## src/rtl/dswl_pkg.sv

```systemverilog
// package for the serial tuning word loader
// holds command codes, slot counts and the pin level struct; no dependencies
package dswl_pkg;

    localparam int unsigned DEF_WORD_BITS = 32;

    localparam int unsigned OP_W      = 2;
    localparam int unsigned STEP_W    = 7;
    localparam int unsigned TICK_W    = 16;
    localparam int unsigned TUNE_W    = 32;
    localparam int unsigned OUT_W     = 8;

    localparam logic [OP_W-1:0] KIND_IDLE  = 2'd0;
    localparam logic [OP_W-1:0] KIND_RESET = 2'd1;
    localparam logic [OP_W-1:0] KIND_LOAD  = 2'd2;
    localparam logic [OP_W-1:0] KIND_WRITE = 2'd3;

    localparam int unsigned RESET_PULSES   = 10;
    localparam int unsigned TRAILER_PULSES = 8;

    localparam logic [STEP_W-1:0] RESET_SLOTS = STEP_W'(1 + 2 * RESET_PULSES);
    localparam logic [STEP_W-1:0] LOAD_SLOTS  = 7'd16;

    // load enable timing
    localparam logic [STEP_W-1:0] LOAD_WCLK_END  = 7'd2;
    localparam logic [STEP_W-1:0] LOAD_UPD_BEGIN = 7'd12;
    localparam logic [STEP_W-1:0] LOAD_UPD_END   = 7'd14;

    localparam logic [TICK_W-1:0] HALF_PERIOD_RESET = 16'd5;

    typedef struct packed {
        logic rst;
        logic upd;
        logic data;
        logic wclk;
    } t_pins;

endpackage

```

## src/rtl/dswl_pins.sv

```systemverilog
// slot decoder: pin levels for one slot of the running sequence
// depends on dswl_pkg
module dswl_pins #(
    parameter int unsigned WORD_BITS = dswl_pkg::DEF_WORD_BITS
) (
    input  logic [dswl_pkg::OP_W-1:0]   i_kind,
    input  logic [dswl_pkg::STEP_W-1:0] i_step,
    input  logic [WORD_BITS-1:0]        i_word,
    input  logic                        i_prev_data,
    output dswl_pkg::t_pins             o_pins
);
    import dswl_pkg::*;

    localparam int unsigned BIT_W = (WORD_BITS > 1) ? $clog2(WORD_BITS) : 1;
    localparam logic [STEP_W-1:0] DATA_SLOTS  = STEP_W'(2 * WORD_BITS);
    localparam logic [STEP_W-1:0] TRAIL_END   = STEP_W'(2 * WORD_BITS + 2 * TRAILER_PULSES);
    localparam logic [STEP_W-1:0] UPD_BEGIN   = STEP_W'(2 * WORD_BITS + 2 * TRAILER_PULSES + 2);
    localparam logic [STEP_W-1:0] UPD_END     = STEP_W'(2 * WORD_BITS + 2 * TRAILER_PULSES + 4);

    logic [BIT_W-1:0] bit_idx;

    assign bit_idx = i_step[BIT_W:1];

    always_comb begin
        o_pins = '0;
        case (i_kind)
            KIND_RESET: begin
                o_pins.rst  = 1'b1;
                o_pins.data = i_prev_data;
                // first slot is low, then pulses high on even slots
                o_pins.wclk = (i_step != '0) && !i_step[0];
            end
            KIND_LOAD: begin
                o_pins.data = i_prev_data;
                o_pins.wclk = i_step < LOAD_WCLK_END;
                o_pins.upd  = (i_step >= LOAD_UPD_BEGIN) && (i_step < LOAD_UPD_END);
            end
            KIND_WRITE: begin
                if (i_step < DATA_SLOTS) begin
                    o_pins.data = i_word[bit_idx];
                    o_pins.wclk = i_step[0];
                end else if (i_step < TRAIL_END) begin
                    o_pins.wclk = i_step[0];
                end else begin
                    o_pins.upd = (i_step >= UPD_BEGIN) && (i_step < UPD_END);
                end
            end
            default: begin
                o_pins.data = i_prev_data;
            end
        endcase
    end

endmodule

```

## src/rtl/dds_serial_word_loader.sv

```systemverilog
// Serial load pin sequencer for a direct digital synthesizer.
// Each result beat is registered and appears in the cycle after its input beat is accepted.
// Throughput: one beat per cycle while results are taken; the sequencer state and
// pin decode settle between the state registers and the result register. A waiting
// result holds off the input, which is taken again in the cycle that result leaves.
// Reset: synchronous active low; sequencer idle, held data level low, no result waiting, half period 5.
module dds_serial_word_loader #(
    parameter int unsigned WORD_BITS = dswl_pkg::DEF_WORD_BITS
) (
    input  logic                          i_clk,
    input  logic                          i_rst_n,
    // config write: half_period_ticks
    input  logic                          i_cfg_valid,
    output logic                          o_cfg_ready,
    input  logic [dswl_pkg::TICK_W-1:0]   i_cfg_data,
    // input beat
    input  logic                          i_s_axis_tvalid,
    output logic                          o_s_axis_tready,
    input  logic [dswl_pkg::TUNE_W-1:0]   i_s_axis_tdata,  // [31:0] tuning_word
    input  logic [dswl_pkg::OP_W-1:0]     i_s_axis_tuser,  // [1:0] op
    // result beat
    output logic                          o_m_axis_tvalid,
    input  logic                          i_m_axis_tready,
    // [0] wclk_level, [1] data_level, [2] update_level, [3] reset_level,
    // [4] busy_res, [5] rejected, [7:6] zero
    output logic [dswl_pkg::OUT_W-1:0]    o_m_axis_tdata
);
    import dswl_pkg::*;

    localparam logic [STEP_W-1:0] WRITE_SLOTS =
        STEP_W'(2 * WORD_BITS + 2 * TRAILER_PULSES + 6);

    logic [TICK_W-1:0]    r_half_period;
    logic [OP_W-1:0]      r_kind;
    logic [STEP_W-1:0]    r_step;
    logic [TICK_W-1:0]    r_tick;
    logic [WORD_BITS-1:0] r_word;
    logic                 r_data;
    logic                 r_out_valid;
    logic [OUT_W-1:0]     r_out;

    logic                 accept;
    logic                 cmd;
    logic                 start;
    logic                 rej;
    logic [OP_W-1:0]      kind_c;
    logic [STEP_W-1:0]    step_c;
    logic [TICK_W-1:0]    tick_c;
    logic [WORD_BITS-1:0] word_c;
    logic                 busy;
    t_pins                seq_pins;
    t_pins                out_pins;
    logic [TICK_W-1:0]    half_eff;
    logic                 slot_end;
    logic [STEP_W-1:0]    step_inc;
    logic [STEP_W-1:0]    slot_total;
    logic                 seq_done;

    logic [OP_W-1:0]      n_kind;
    logic [STEP_W-1:0]    n_step;
    logic [TICK_W-1:0]    n_tick;
    logic                 n_data;
    logic [OUT_W-1:0]     n_out;

    assign o_cfg_ready     = 1'b1;
    assign o_s_axis_tready = !r_out_valid || i_m_axis_tready;
    assign o_m_axis_tvalid = r_out_valid;
    assign o_m_axis_tdata  = r_out;

    assign accept = i_s_axis_tvalid && o_s_axis_tready;
    assign cmd    = i_s_axis_tuser != KIND_IDLE;
    assign start  = cmd && (r_kind == KIND_IDLE);
    assign rej    = cmd && (r_kind != KIND_IDLE);

    assign kind_c = start ? i_s_axis_tuser : r_kind;
    assign step_c = start ? '0 : r_step;
    assign tick_c = start ? '0 : r_tick;
    assign word_c = start ? i_s_axis_tdata[WORD_BITS-1:0] : r_word;
    assign busy   = kind_c != KIND_IDLE;

    dswl_pins #(
        .WORD_BITS (WORD_BITS)
    ) u_pins (
        .i_kind      (kind_c),
        .i_step      (step_c),
        .i_word      (word_c),
        .i_prev_data (r_data),
        .o_pins      (seq_pins)
    );

    // zero half period runs as one tick per slot
    assign half_eff = (r_half_period == '0) ? TICK_W'(1) : r_half_period;
    assign slot_end = ({1'b0, tick_c} + 17'd1) >= {1'b0, half_eff};
    assign step_inc = step_c + 7'd1;

    always_comb begin
        case (kind_c)
            KIND_RESET: slot_total = RESET_SLOTS;
            KIND_LOAD:  slot_total = LOAD_SLOTS;
            KIND_WRITE: slot_total = WRITE_SLOTS;
            default:    slot_total = '0;
        endcase
    end

    assign seq_done = step_inc >= slot_total;

    always_comb begin
        n_kind   = kind_c;
        n_step   = step_c;
        n_tick   = tick_c;
        n_data   = r_data;
        out_pins = '{rst: 1'b0, upd: 1'b0, data: r_data, wclk: 1'b0};
        if (busy) begin
            out_pins = seq_pins;
            n_data   = seq_pins.data;
            if (slot_end) begin
                n_tick = '0;
                if (seq_done) begin
                    n_kind = KIND_IDLE;
                    n_step = '0;
                end else begin
                    n_step = step_inc;
                end
            end else begin
                n_tick = tick_c + 16'd1;
            end
        end
        n_out = {2'b00, rej, busy, out_pins.rst, out_pins.upd, out_pins.data, out_pins.wclk};
    end

    always_ff @(posedge i_clk) begin
        if (!i_rst_n) begin
            r_half_period <= HALF_PERIOD_RESET;
        end else if (i_cfg_valid) begin
            r_half_period <= i_cfg_data;
        end
    end

    always_ff @(posedge i_clk) begin
        if (!i_rst_n) begin
            r_kind      <= KIND_IDLE;
            r_step      <= '0;
            r_tick      <= '0;
            r_data      <= 1'b0;
            r_out_valid <= 1'b0;
        end else begin
            if (accept) begin
                r_kind      <= n_kind;
                r_step      <= n_step;
                r_tick      <= n_tick;
                r_data      <= n_data;
                r_out_valid <= 1'b1;
            end else if (i_m_axis_tready) begin
                r_out_valid <= 1'b0;
            end
        end
    end

    always_ff @(posedge i_clk) begin
        if (accept) begin
            r_word <= word_c;
            r_out  <= n_out;
        end
    end

    // a rejected command only happens while a sequence runs
    a_rej_busy: assert property (@(posedge i_clk) disable iff (!i_rst_n)
        r_out_valid && r_out[5] |-> r_out[4])
        else $error("rejected result without busy");

    // clock, update and reset pins are low whenever no sequence runs
    a_idle_pins: assert property (@(posedge i_clk) disable iff (!i_rst_n)
        r_out_valid && !r_out[4] |-> (r_out[0] == 1'b0) && (r_out[2] == 1'b0)
                                      && (r_out[3] == 1'b0))
        else $error("pins active while idle");

    // an idle sequencer always rests at slot zero, tick zero
    a_idle_counters: assert property (@(posedge i_clk) disable iff (!i_rst_n)
        r_kind == KIND_IDLE |-> (r_step == '0) && (r_tick == '0))
        else $error("idle sequencer with stale counters");

    // the slot counter never runs past the longest sequence
    a_step_range: assert property (@(posedge i_clk) disable iff (!i_rst_n)
        r_step < WRITE_SLOTS)
        else $error("slot index out of range");

endmodule

```

## config.mk

```make
export PLATFORM = sky130hd
export DESIGN_NAME = dds_serial_word_loader
export DESIGN_NICKNAME = d
export VERILOG_FILES = /design/src/rtl/dswl_pkg.sv /design/src/rtl/dswl_pins.sv /design/src/rtl/dds_serial_word_loader.sv
export SDC_FILE = /design/constraint.sdc
export NUM_CORES = 1
export LEC_CHECK = 0
export ABC_AREA = 0
export BUFFER_PORTS_ARGS = -buffer_cell sky130_fd_sc_hd__buf_2
export CELL_PAD_IN_SITES_DETAIL_PLACEMENT = 2
export CELL_PAD_IN_SITES_GLOBAL_PLACEMENT = 2
export CORE_ASPECT_RATIO = 1.75
export CORE_MARGIN = 2
export CORE_UTILIZATION = 32
export DETAILED_ROUTE_END_ITERATION = 7
export GPL_TIMING_DRIVEN = 1
export PLACE_DENSITY = 0.81
export SLEW_MARGIN = 20
export SYNTH_ARGS = -nofsm -noshare
export SYNTH_HDL_FRONTEND = slang
export SYNTH_SLANG_ARGS = --single-unit
```

## constraint.sdc

```tcl
create_clock -name i_clk -period 3.76 [get_ports i_clk]
set_input_delay 0.188 -clock i_clk [delete_from_list [all_inputs] [get_ports i_clk]]
set_output_delay 0.188 -clock i_clk [all_outputs]
set_load 0.02 [all_outputs]
```

# == Word level (Yosys, flattened, before mapping) ==
# Cells that the tools add are included.
# classes
n_addsub,3
n_lt_le_gt_ge,10
eq_ne,3
muxes,28
reduce_logical,17
# ops
cell,n
$mux W16,4
$mux W32,1
$mux W7,4
$lt A7 B7 Y1 const B,3
$pmux W7 S3,1
$add A16 B1 Y17 const B,1
$ge A17 B16 Y1,1
$add A16 B1 Y16 const B,1
$logic_not A16 Y1,1
$mux W1,10
$mux W2,5
$reduce_bool A2 Y1,4
$add A7 B1 Y7 const B,1
$ge A7 B4 Y1 const B,1
$ge A7 B7 Y1,1
$ge A7 B7 Y1 const B,1
$lt A7 B2 Y1 const B,1
$lt A7 B4 Y1 const B,1
$reduce_bool A7 Y1,1
$logic_and A1 B1 Y1,6
$lt A5 B6 Y1 const B,1
$bmux W1 S5,1
$eq A2 B2 Y1 const B,2
$pmux W1 S3,1
6 further kinds,7
# totals
regBits,81
input_bits,55
out_inout_bits,11
elab_cells,70

# == Logic depth before layout (Yosys ltp) ==
# Gate-level depths: netlist of the first run.
# depth
ltp_word,9
depth_mapped,19
depth_no_buf,17

# == By module ==
# A second synthesis of the first run with hierarchy kept.
# hier_totals
hier_cells,537
hier_area_um2,4734.5
# by_module_without_submodules
module,instances,cells_each,area_per_inst_um2,seq_area_each_um2
dds_serial_word_loader,1,502,4341.7,2001.9
dswl_pins,1,35,392.9,0.0

# == Least setup slack after synthesis of the first run ==
# OpenSTA, ideal clock, no wires.
# synth_path
path_type,input to register
startpoint,input port i_s_axis_tuser[1] (netlist name)
endpoint,register r_tick[6]
setup_time_ps,76
t_arrival_ps,3653
required_ps,3684
path_slack_ps,32
cell_stages,19
path_buffers,2
cell_sequence,or2_1 > nand2_1 > clkbuf_1 > and2_1 > ha_1 > nand4_2 > a2111oi_4 > nand3_1 > xor2_1 > nor2_1 > ha_1 > nand2_1 > nor2_1 > a211oi_1 > o2111a_1 > and2_4 > clkbuf_1 > nand3_1 > a21boi_0
# synth_via
elab_chain_len,7
elab_cells_between_ends,10
cone_classes,add/sub: 2; order compare: 1; mux: 4; reduce/logical: 3
# synth_lines
item,line,rtl
from (decl),dds_serial_word_loader.sv:20,"input logic [dswl_pkg::OP_W-1:0] i_s_axis_tuser,"
$reduce_bool A2 Y1,dds_serial_word_loader.sv:71,assign cmd = i_s_axis_tuser != KIND_IDLE;
$logic_and A1 B1 Y1,dds_serial_word_loader.sv:72,assign start = cmd && (r_kind == KIND_IDLE);
$mux W16,dds_serial_word_loader.sv:77,assign tick_c = start ? '0 : r_tick;
$add A16 B1 Y17,dds_serial_word_loader.sv:93,"assign slot_end = ({1'b0, tick_c} + 17'd1) >= {1'b0, half_eff};"
$ge A17 B16 Y1,dds_serial_word_loader.sv:93,
$mux W16,dds_serial_word_loader.sv:116,if (slot_end) begin
$mux W16 *,dds_serial_word_loader.sv:113,if (busy) begin
to (signal assigned),dds_serial_word_loader.sv:150,r_tick <= n_tick;
to (decl),dds_serial_word_loader.sv:36,logic [TICK_W-1:0] r_tick;
# Mark *: on every way between the ends. The rest lies on a longest branch, timed or not.
# A chain may end at the register's enable or synchronous reset.

# == Worst setup path in the final report of the first run ==
# layout_path
startpoint,register r_kind[0]
endpoint,register r_tick[8]
# layout_via
elab_chain_len,7
elab_cells_between_ends,10
cone_classes,add/sub: 2; order compare: 1; mux: 4; reduce/logical: 3
# layout_lines
item,line,rtl
from (decl),dds_serial_word_loader.sv:34,logic [OP_W-1:0] r_kind;
from (signal assigned),dds_serial_word_loader.sv:148,r_kind <= n_kind;
$logic_not A2 Y1,dds_serial_word_loader.sv:72,
$logic_and A1 B1 Y1,dds_serial_word_loader.sv:72,
$mux W16,dds_serial_word_loader.sv:77,
$add A16 B1 Y17,dds_serial_word_loader.sv:93,
$ge A17 B16 Y1,dds_serial_word_loader.sv:93,
$mux W16,dds_serial_word_loader.sv:116,
$mux W16 *,dds_serial_word_loader.sv:113,
# Marks and branches as above.

==> results of run 1 <==
==> state kept, by name, summed over array words and instances (netlist names) <==
name             flops
o_m_axis_tdata       6
o_m_axis_tvalid      1
r_data               1
r_half_period       16
r_kind               2
r_step               7
r_tick              16
r_word              32
==> routing by layer <==
metal / up-vias / GRT usage / routed length, um
li1: 2002 / - / -
met1: 2142 / 0.203 / 5800
met2: 83 / 0.379 / 9000
met3: 34 / 0.0272 / 375
met4: 0 / 0.0998 / 601
met5: - / 0 / 0
==> layout by cell type (no fill, tap or decap), types with 5 or more instances in the layout <==
cell	count
buf_4	23
nand3_1	29
a21boi_0	11
xnor2_1	6
mux2i_1	18
nand2_1	129
a21o_1	5
nor2_1	28
nor3_1	5
xor2_1	10
inv_1	23
dfxtp_1	43
buf_2	62
clkbuf_16	11
nor2b_1	17
nor3b_1	5
o21ai_0	10
mux4_2	5
edfxtp_1	38
ha_1	22
a21oi_1	13
==> how the worst max path moves through the flow <==
stage	cells after the start	end	slack [ns]
6_report	18	r_tick[8]$_SDFFE_PN0P_	-0.01
5_1_grt	18	r_tick[8]$_SDFFE_PN0P_	-0.12
4_1_cts	18	r_tick[5]$_SDFFE_PN0P_	0.02
3_5_place_dp	19	r_tick[15]$_SDFFE_PN0P_	-0.24
3_3_place_gp	19	r_step[3]$_SDFFE_PN0P_	0.12
2_1_floorplan	19	r_tick[6]$_SDFFE_PN0P_	0.03
==> cells by family after synthesis <==
kind of cell             Yosys count
AO/OA/AOI/OAI                     81
XOR/XNOR                          16
adder cells (fa/ha/maj)           24
buffers and inverters             55
flip-flops                        81
multiplexers                      26
other                              2
AND/OR/NAND/NOR                  253
==> cell type report <==
cell class / instances / area [um2] / area share
Tap cell: 183 / 229 / 0.0395
Timing Repair Buffer: 86 / 503 / 0.0868
Inverter: 23 / 86.3 / 0.0149
Clock inverter: 3 / 41.3 / 0.00713
Multi-Input combinational cell: 403 / 2640 / 0.455
Clock buffer: 13 / 294 / 0.0507
Sequential cell: 81 / 2000 / 0.345
==> timing repair <==
action | CTS | global route
endpoints found under the hold margin | 0 | 0
pin swaps | 1 | 12
resized for setup | 3 | 22
buffers inserted | 0 | 3
endpoints found under the setup margin | 25 | 25
==> power groups by stage <==
stage | logic, mW | clock network, mW | registers [mW]
after global placement | 0.313 | 0 | 1.04
after global routing | 0.382 | 1.04 | 1.03
after floorplan | 0.203 | 0 | 1.04
after detailed placement | 0.334 | 0 | 1.05
final | 0.341 | 0.990 | 1.03
after CTS | 0.339 | 1.01 | 1.03
==> Yosys cell counts, types with 15 or more instances <==
| master | instances |
|---|---|
| a21oi_1 | 15 |
| nor2b_1 | 17 |
| ha_1 | 24 |
| inv_1 | 23 |
| clkbuf_1 | 23 |
| edfxtp_1 | 38 |
| mux2i_1 | 18 |
| a21boi_0 | 17 |
| nand2_1 | 132 |
| nor2_1 | 30 |
| dfxtp_1 | 43 |
| nand3_1 | 30 |
==> worst register-to-register path, stage by stage (launching register included) <==
cell and delay [ns]:
dfxtp_1 0.33, nor2_1 0.07, nand2_2 0.13, and2_4 0.17, ha_2 0.21, nand4_4 0.16, a2111oi_4 0.42, nand3_1 0.20
xor2_1 0.22, nor2_2 0.21, ha_4 0.24, nand2_2 0.11, nor2_2 0.06, a211oi_2 0.25, o2111a_2 0.28, and2_4 0.20
buf_12 0.16, nand3_1 0.09, a21boi_0 0.19
==> metrics by stage <==
step	utilization	TNS (ns)	hold slack (ns)
final	0.392	-0.0420	0.0820
after floorplan	-	0	0.317
after global placement	0.363	0	0.411
after detailed placement	0.363	-3.08	0.425
after CTS	0.386	0	0.0708
after global routing	0.392	-1.54	0.0872
==> metrics.md, run 1 <==
| Metric | Value |
|---|---|
| Status | finished with violations |
| Violated checks | negative setup slack |
| Reg clk slew, reported paths | 0.06 ns |
| Worst IR drop on VDD | 0.206 mV |
| Final #Nets | 683 |
| Slowest cell delay on critical path | ~0.42 ns |
| Crit path max-delay family | simple AND/OR/NAND/NOR gates |
| Clock share of power | 0.420 |
| Worst Max-Slew Pin Slew | 0.737 ns |
| Cell Area, Placed | 5360 um2 |
| Io pins | 66 |
| FILL cells | 1680 |
| Antenna viol nets, final | 0 |
| Clk_lat worst skew | 0.34 ns |
| Post-synth EDFFs | 38 |
| Final WL | roughly 16000 um |
| Routability congestion estimate | 0.852 |
| Mux cell area share after synthesis | 0.0683 |
| DP Cell Count | approximately 770 |
| Main synth FF type | dfxtp_1 |
| DR vias | 4261 |
| P&R area growth vs syn | 21.1% |
| H-tree lvl count | 3 |
| Setup ws final | -0.0144 ns |
| Final setup violation count | 4 |
| Drt drc | 0 |
| Dpl hpwl | 11300 um |
| Worst clock skew | 0.00704 ns |
| Min-delay worst type | primary input to register |
| Switch Pwr | 0.618 mW |
| CTS Buf Count | 9 |
| Yosys warns | 0 |
| Syn Inst Count | 538 |
| Crit path max-delay cell type | a2111oi_4 |
| DIE WIDTH | 96.4 um |
| Post-Synth Simple-Gate Area | 0.245 |
| DR iter-0 viols | 128 |
| FF-to-FF setup slack | -0.01 ns |
| GRT Total Usage | 0.200 |
| IO buf count | 62 |
| Core footprint | 14800 um2 |
| Logic gate share of total power | 0.145 |
| Post-Syn Area | ~4800 um2 |
| Max FO, Critical Path | 16 |
| Design Area, Final | 5790 um2 |
| Largest area contributor in the netlist | edfxtp_1 |
| Main combinational cell family by area after synthesis | simple AND/OR/NAND/NOR gates |
| Highest clock rate | 0.265 GHz |
| Drt wl/cell | 19.9 um |
| Vias/cell | 5.38 |
| Total power | 2.36 mW |
| Post-synth cell types | 61 |
| First-pass GRT wire length | approximately 25000 um |
| # clock sinks | 81 |
| Flop pwr share | 0.435 |
| Pint | 1.74 mW |
| Crit Path Class | register to register |
| Sw frac | 0.262 |
| CTS tree | yes |
| Leakage | 2.46 nW |
| Max-cap violations | 0 |
| Critical path, cell by cell | nor2_1, nand2_2, and2_4, ha_2, nand4_4, a2111oi_4, nand3_1, xor2_1, nor2_2, ha_4, nand2_2, nor2_2, a211oi_2, o2111a_2, and2_4, buf_12, nand3_1, a21boi_0 |
| Adder-cell share of the synthesized area | 0.0628 |
| DP Worst Slack | -0.239 ns |
| Compound-Gate Fraction of Synth Area | 0.127 |
| Initial Util | 0.324 |
| Rel. slew slack | 0.507 |
| Root Driver | clkbuf_16 |
| Finished Layout Cells | 792 |
| Grt total ovfl | 0 |
| ANT cells | 0 |
| CP Data Arrival Time | 4.04 ns |
| Post-Synth XOR/XNOR Area | 0.0293 |
| Asr flop ratio synth | 0 |
| Mapped Avg Cell Area | 8.89 um2 |
| CP bufs+invs | 1 |
| Post-synthesis sequential area ratio | 0.418 |
| Largest net degree at the start of global routing | 42 |
| Vias in the first global route | between 4000 and 5000 |
| Register bit count reported by yosys | 81 |
| Antenna violations before repair | 0 |
| Die Area | 16000 um2 |
| Tcrit/Tclk final | 1.00 |
| Hold path depth | 3 |
| Synth area leaders | edfxtp_1, dfxtp_1, nand2_1, ha_1, mux2i_1 |
| Die span in y | 166 um |
| FF-to-FF path depth | 18 |
| Crit path launch | r_kind[0]$_SDFFE_PN0P_ |
| Hold path start | i_cfg_data[0] |
| Startpoint types | register |
| Power per Cell Area | 407 nW/um2 |
| Max Transition Viols Final | 0 |
| Hold buffer count at CTS | 0 |
| WP data required | 4.02 ns |
| DR pass1 iterations | 4 |
| Synth top area share | 0.238 |
| RR Endpoint | r_tick[8]$_SDFFE_PN0P_ |
| Share of cells above drive strength 1 | 0.225 |
| Final min period | 3.77 ns |
| Core Rows | 59 |
| Hold endpoint | r_half_period[0]$_SDFFE_PN1P_ |
| R2r startpoint | r_kind[0]$_SDFFE_PN0P_ |
| Clock Path Buffers | 2 |
| Final hold vios | 0 |
| Crit end category | register |
(Power assumes the default switching activity.)
==> run 2: changes to the inputs <==
Settings changed: PLACE_DENSITY 0.81 to not set, PLACE_DENSITY_LB_ADDON set to 0.08.
==> run 2 against run 1 <==
Power decreased by 4.8%. Non-clock buffer count increased by 4. Die area unchanged. Critical path type unchanged. Largest power group unchanged. Largest cell class unchanged. The run now ends clean.
==> metrics.md, run 2 (synthesis results as in run 1) <==
| Metric | Value |
|---|---|
| Status | finished clean |
| Core footprint | 14800 um2 (unchanged) |
| Min-delay worst type | primary input to register |
| Fin util | 0.389 (-0.00314) |
| Design Area, Final | 5750 um2 (-0.80%) |
| Rel. slew slack | 0.548 (+0.0402) |
| Hold endpoint | r_half_period[0]$_SDFFE_PN1P_ |
| Cell Area, Placed | 5400 um2 (+0.79%) |
| Largest net degree at the start of global routing | 42 (unchanged) |
| ANT cells | 0 (unchanged) |
| Max FO, Critical Path | 41 (+25) |
| Biggest regs | r_word x32, r_half_period x16, r_tick x16 |
| Largest register FFs | 32 (unchanged) |
| Core Rows | 59 (unchanged) |
| Finished Layout Cells | 796 (+0.51%) |
| Clk_lat worst skew | 0.34 ns (about the same) |
| R2r startpoint | r_kind[0]$_SDFFE_PN0P_ |
| Hold path depth | 3 (unchanged) |
| Power per Cell Area | 390 nW/um2 (-4.1%) |
| CTS Buf Count | 9 (unchanged) |
| Largest Register | r_word |
| Hold path start | i_cfg_data[0] |
| Antenna viol nets, final | 0 (unchanged) |
| FF-to-FF path depth | 13 (-5) |
| Highest clock rate | 0.284 GHz (+7.3%) |
| Vias in the first global route | 4649 (-2.0%) |
| First-pass GRT wire length | 24100 um (-2.2%) |
| Worst Max-Slew Pin Slew | 0.679 ns (-0.0578 ns) |
| Max Transition Viols Final | 0 (unchanged) |
| Final WL | 15000 um (-4.9%) |
| DR pass1 iterations | 4 (unchanged) |
| Initial Util | 0.324 (unchanged) |
| GRT Total Usage | 0.198 (-0.00143) |
| Crit Path Class | register to register |
| Drt drc | 0 (unchanged) |
| Worst IR drop on VDD | 0.196 mV (-4.9%) |
| Most frequent cells in the layout | nand2_1, buf_2, dfxtp_1 |
| IO buf count | 62 (unchanged) |
| Final setup violation count | 0 (-4) |
| Share of cells above drive strength 1 | 0.210 (-0.0145) |
| WP data required | 4.04 ns (+0.02 ns) |
| Antenna violations before repair | 0 (unchanged) |
| Max-cap violations | 0 (unchanged) |
| Clock Path Buffers | 2 (unchanged) |
| CP Data Arrival Time | 3.80 ns (-0.24 ns) |
| P&R area growth vs syn | 20.1% |
| H-tree lvl count | 3 (unchanged) |
| Reg clk slew, reported paths | 0.06 ns (about the same) |
| RR Endpoint | r_step[3]$_SDFFE_PN0P_ |
| Die span in y | 166 um (unchanged) |
| FF-to-FF setup slack | 0.24 ns (+0.26 ns) |
| Final hold vios | 0 (unchanged) |
| DP Cell Count | 777 (+0.52%) |
| Startpoint types | register |
| Crit end category | register |
| Die Area | 16000 um2 (unchanged) |
| Root Driver | clkbuf_16 |
| Tcrit/Tclk final | 0.935 (-0.0687) |
| Leakage | 2.46 nW (-0.19%) |
| # clock sinks | 81 (unchanged) |
| Hold buffer count at CTS | 0 (unchanged) |
| FILL cells | 1689 (+0.54%) |
| DIE WIDTH | 96.4 um (unchanged) |
| Io pins | 66 (unchanged) |
| Final min period | 3.52 ns (-0.258 ns) |
| Dpl hpwl | 11400 um (+0.69%) |
| Routability congestion estimate | 0.798 (-6.3%) |
| Hold Slack | 0.0754 ns (-0.00662 ns) |
| Most common cell after layout, fill and taps aside | nand2_1 |
| Vias/cell | 5.26 (-2.3%) |
| DR vias | 4184 (-1.8%) |
| Drt wl/cell | 18.8 um (-5.3%) |
| Worst clock skew | 0.00978 ns (+0.00275 ns) |
| DR iter-0 viols | 71 (-45%) |
| Grt total ovfl | 0 (unchanged) |
| Setup_tns | 0 ns (+0.0420 ns) |
| CTS tree | yes |
| Final #Nets | 687 (+0.59%) |
-- run 2: stage by stage --
step | worst slack (ns) | power (mW)
final | 0.244 | 2.24
after global routing | -0.0336 | 2.37
after CTS | 0.00699 | 2.29
after detailed placement | -0.213 | 1.38
after global placement | 0.0868 | 1.36
after floorplan | 0.0316 | 1.24
-- run 2: power breakdown --
part | switching [mW] | total, mW | internal, mW
registers | 0.0309 | 1.03 | 0.995
logic | 0.205 | 0.334 | 0.128
clock network | 0.369 | 0.884 | 0.514
-- run 2: routing by layer --
layer  wire length [um]  vias up  track usage
li1                   -     2006            -
met1               5040     2091        0.187
met2               9250       62        0.403
met3                299       25       0.0295
met4                411        0       0.0723
met5                  0        -            0
-- run 2: worst max-delay path, cell delays in order (launching register included) --
cell and delay, ns:
dfxtp_1 0.32, nor2_1 0.16, nand2_2 0.11, buf_4 0.28, and2_1 0.25, ha_1 0.28
or2_2 0.33, nand2_1 0.10, ha_1 0.23, a221oi_1 0.48, o211a_1 0.31, and4_1 0.27
nor4b_2 0.21, a211o_1 0.12
-- run 2: how the worst max path moves through the flow --
stage	startpoint	endpoint	cells past startpoint
finish	r_kind[0]$_SDFFE_PN0P_	r_step[3]$_SDFFE_PN0P_	13
CTS	r_kind[0]$_SDFFE_PN0P_	r_tick[7]$_SDFFE_PN0P_	18
detailed placement	i_s_axis_tuser[1]	r_step[3]$_SDFFE_PN0P_	19
global placement	i_s_axis_tuser[1]	r_step[3]$_SDFFE_PN0P_	19
global route	r_kind[1]$_SDFFE_PN0P_	r_step[3]$_SDFFE_PN0P_	18
floorplan	i_s_axis_tuser[1]	r_tick[6]$_SDFFE_PN0P_	19
-- run 2: layout make-up --
cell class,instances,area [um2],area share
clock buffer,11,233,0.0405
clock inverter,5,56.3,0.00980
inverter,23,86.3,0.0150
multi-input combinational,403,2600,0.452
sequential,81,2000,0.348
tap,183,229,0.0398
timing repair buffer,90,546,0.0949
-- run 2: repair_timing --
action,in CTS,in global routing
pin swaps,1,8
endpoints found under the setup margin,4,25
resized for setup,1,15
buffers inserted,0,3
hold endpoints to repair,0,0
==> run 3: changes to the inputs <==
Settings changed: CORE_UTILIZATION 32 to 35.
Clock period 3.76 ns to 3.6 ns, I/O delays scaled along.
==> run 3 against run 2 <==
Non-clock buffer count down 1. Register-to-register slack worse by 0.12 ns. Flip-flop and latch count is the same.
==> metrics.md, run 3 (synthesis results as in run 1) <==
| Metric | Value |
|---|---|
| Flop pwr share | 0.467 (+0.010) |
| IO buf count | 62 (unchanged) |
| Clock share of power | 0.381 (-0.013) |
| DR pass1 iterations | 4 (unchanged) |
| Root Driver | clkbuf_16 |
| Final setup violation count | 0 (unchanged) |
| Finished Layout Cells | 786 (-1.3%) |
| Initial Util | 0.358 (+0.0334) |
| Status | finished clean |
| Biggest regs | r_word x32, r_half_period x16, r_tick x16 |
| DP Cell Count | 769 (-1.0%) |
| Final hold vios | 0 (unchanged) |
| Power per Cell Area | 400 nW/um2 (+2.5%) |
| Clk_lat worst skew | 0.35 ns (about the same) |
| Most frequent cells in the layout | nand2_1, buf_2, dfxtp_1 |
| Io pins | 66 (unchanged) |
| FF-to-FF path depth | 17 (+4) |
| Startpoint types | register |
| DR iter-0 viols | 119 (+68%) |
| Die Area | 14700 um2 (-8.3%) |
| Max-cap violations | 0 (unchanged) |
| Max FO, Critical Path | 4 (-90%) |
| R2r startpoint | r_kind[1]$_SDFFE_PN0P_ |
| Crit end category | register |
| First-pass GRT wire length | 24100 um (-0.34%) |
| CTS Buf Count | 9 (unchanged) |
| Hold path start | i_cfg_data[0] |
| DR vias | 4197 (+0.31%) |
| Routability congestion estimate | 0.829 (+3.9%) |
| Pint | 1.66 mW (+1.3%) |
| Most common cell after layout, fill and taps aside | nand2_1 |
| FF-to-FF setup slack | 0.13 ns (-0.12 ns) |
| Setup_tns | 0 ns (unchanged) |
| Reg clk slew, reported paths | 0.06 ns (about the same) |
| Leakage | 2.45 nW (about the same) |
| Vias/cell | 5.34 (+1.6%) |
| Drt drc | 0 (unchanged) |
| Final #Nets | 686 (-0.15%) |
| CP Data Arrival Time | 3.70 ns (-0.10 ns) |
| Worst clock skew | 0.00886 ns (-0.000923 ns) |
| Die span in y | 159 um (-4.3%) |
| Rel. slew slack | 0.448 (-0.0993) |
| Clock Path Buffers | 2 (unchanged) |
| Core Rows | 56 (-5.1%) |
| Core footprint | 13400 um2 (-9.4%) |
| DIE WIDTH | 92.4 um (-4.2%) |
| Max Transition Viols Final | 0 (unchanged) |
| Crit path max-delay family | compound AO/OA/AOI/OAI gates |
| # clock sinks | 81 (unchanged) |
| Highest clock rate | 0.288 GHz (+1.3%) |
| Dpl hpwl | 11100 um (-2.0%) |
| Final WL | 14800 um (-1.1%) |
| Final min period | 3.47 ns (-0.0439 ns) |
| RR Endpoint | r_step[3]$_SDFFE_PN0P_ |
| Drt wl/cell | 18.9 um (+0.18%) |
| Hold endpoint | r_half_period[0]$_SDFFE_PN1P_ |
| Largest register FFs | 32 (unchanged) |
| Switch Pwr | 0.635 mW (+4.9%) |
| Worst Max-Slew Pin Slew | 0.826 ns (+0.147 ns) |
| Largest Register | r_word |
| Antenna viol nets, final | 0 (unchanged) |
| Hold buffer count at CTS | 0 (unchanged) |
| P&R area growth vs syn | 19.8% |
| Critical path, cell by cell | nor2_1, nand2_2, and2_4, ha_4, nand4_4, a2111oi_4, buf_4, buf_4, xnor2_1, ha_1, a21oi_1, nor2_1, a211oi_2, o2111a_1, nand2_1, and4_1, a211o_1 |
| Sw frac | 0.277 (+0.00691) |
| Min-delay worst type | primary input to register |
| ANT cells | 0 (unchanged) |
| Largest net degree at the start of global routing | 42 (unchanged) |
| Crit path max-delay cell type | dfxtp_1 |
| Tcrit/Tclk final | 0.965 (+0.0294) |
| Worst IR drop on VDD | 0.216 mV (+10%) |
| H-tree lvl count | 3 (unchanged) |
| Crit Path Class | register to register |
| CP bufs+invs | 2 (+1) |
| Antenna violations before repair | 0 (unchanged) |
| Vias in the first global route | 4784 (+2.9%) |
| GRT Total Usage | 0.212 (+0.0139) |
| Slowest cell delay on critical path | 0.34 ns (-0.14 ns) |
| Hold path depth | 3 (unchanged) |
| Grt total ovfl | 0 (unchanged) |
| WP data required | 3.83 ns (-0.21 ns) |
| CTS tree | yes |
| Logic gate share of total power | 0.153 (+0.004) |
| Share of cells above drive strength 1 | 0.216 (+0.00525) |
run 3: repair_timing:
item / CTS / global route
resized for setup: 2 / 21
pin swaps: 2 / 4
buffers inserted: 0 / 1
setup endpoints to repair: 22 / 25
run 3: per-layer routing:
layer / vias to the layer above / track usage / wire length (um)
met5: - / 0 / 0
met3: 27 / 0.0308 / 383
met4: 0 / 0.0910 / 532
met1: 2087 / 0.198 / 5070
met2: 75 / 0.442 / 8860
li1: 2008 / - / -
run 3: cell type report:
class,count,area [um2]
fill,1506,7650
multi-input combinational,403,2620
sequential,81,2000
timing repair buffer,89,533
clock buffer,11,243
tap,174,218
inverter,23,86.3
clock inverter,5,30.0
run 3: how the worst max path moves through the flow:
stage | start | end | slack (ns) | cells past startpoint
final | r_kind[1]$_SDFFE_PN0P_ | r_step[3]$_SDFFE_PN0P_ | 0.13 | 17
after CTS | r_kind[1]$_SDFFE_PN0P_ | r_tick[2]$_SDFFE_PN0P_ | 0.005 | 18
after global routing | r_kind[1]$_SDFFE_PN0P_ | r_tick[10]$_SDFFE_PN0P_ | -0.07 | 18
after global placement | i_s_axis_tuser[1] | r_step[2]$_SDFFE_PN0P_ | -0.13 | 18
after detailed placement | i_s_axis_tuser[1] | r_step[2]$_SDFFE_PN0P_ | -0.33 | 18
after floorplan | i_s_axis_tuser[1] | r_kind[0]$_SDFFE_PN0P_ | 0.01 | 19
run 3: worst reg2reg max path, delay by kind of cell, from the launching register on:
kind	cells	cell delay, ns
XOR/XNOR	1	0.16
buffers and inverters	2	0.27
AND/OR/NAND/NOR	7	0.91
adder cells (fa/ha/maj)	2	0.43
AO/OA/AOI/OAI	5	1.24
flip-flops	1	0.34
run 3: metrics by stage:
step	power, mW	area, um2	worst slack (ns)	util	hold WS, ns
finish	2.29	5730	0.128	0.428	0.0724
global placement	1.42	5380	-0.128	0.402	0.404
floorplan	1.30	4790	0.00968	-	0.309
detailed placement	1.44	5380	-0.334	0.402	0.417
global route	2.41	5730	-0.0668	0.428	0.0963
CTS	2.32	5660	0.00540	0.423	0.0659
run 3: power by group through the flow:
| stage | combinational, mW | sequential (mW) | clock (mW) |
|---|---|---|---|
| finish | 0.350 | 1.07 | 0.873 |
| global route | 0.394 | 1.08 | 0.936 |
| CTS | 0.351 | 1.07 | 0.895 |
| detailed placement | 0.347 | 1.09 | 0 |
| global placement | 0.330 | 1.09 | 0 |
| floorplan | 0.212 | 1.09 | 0 |
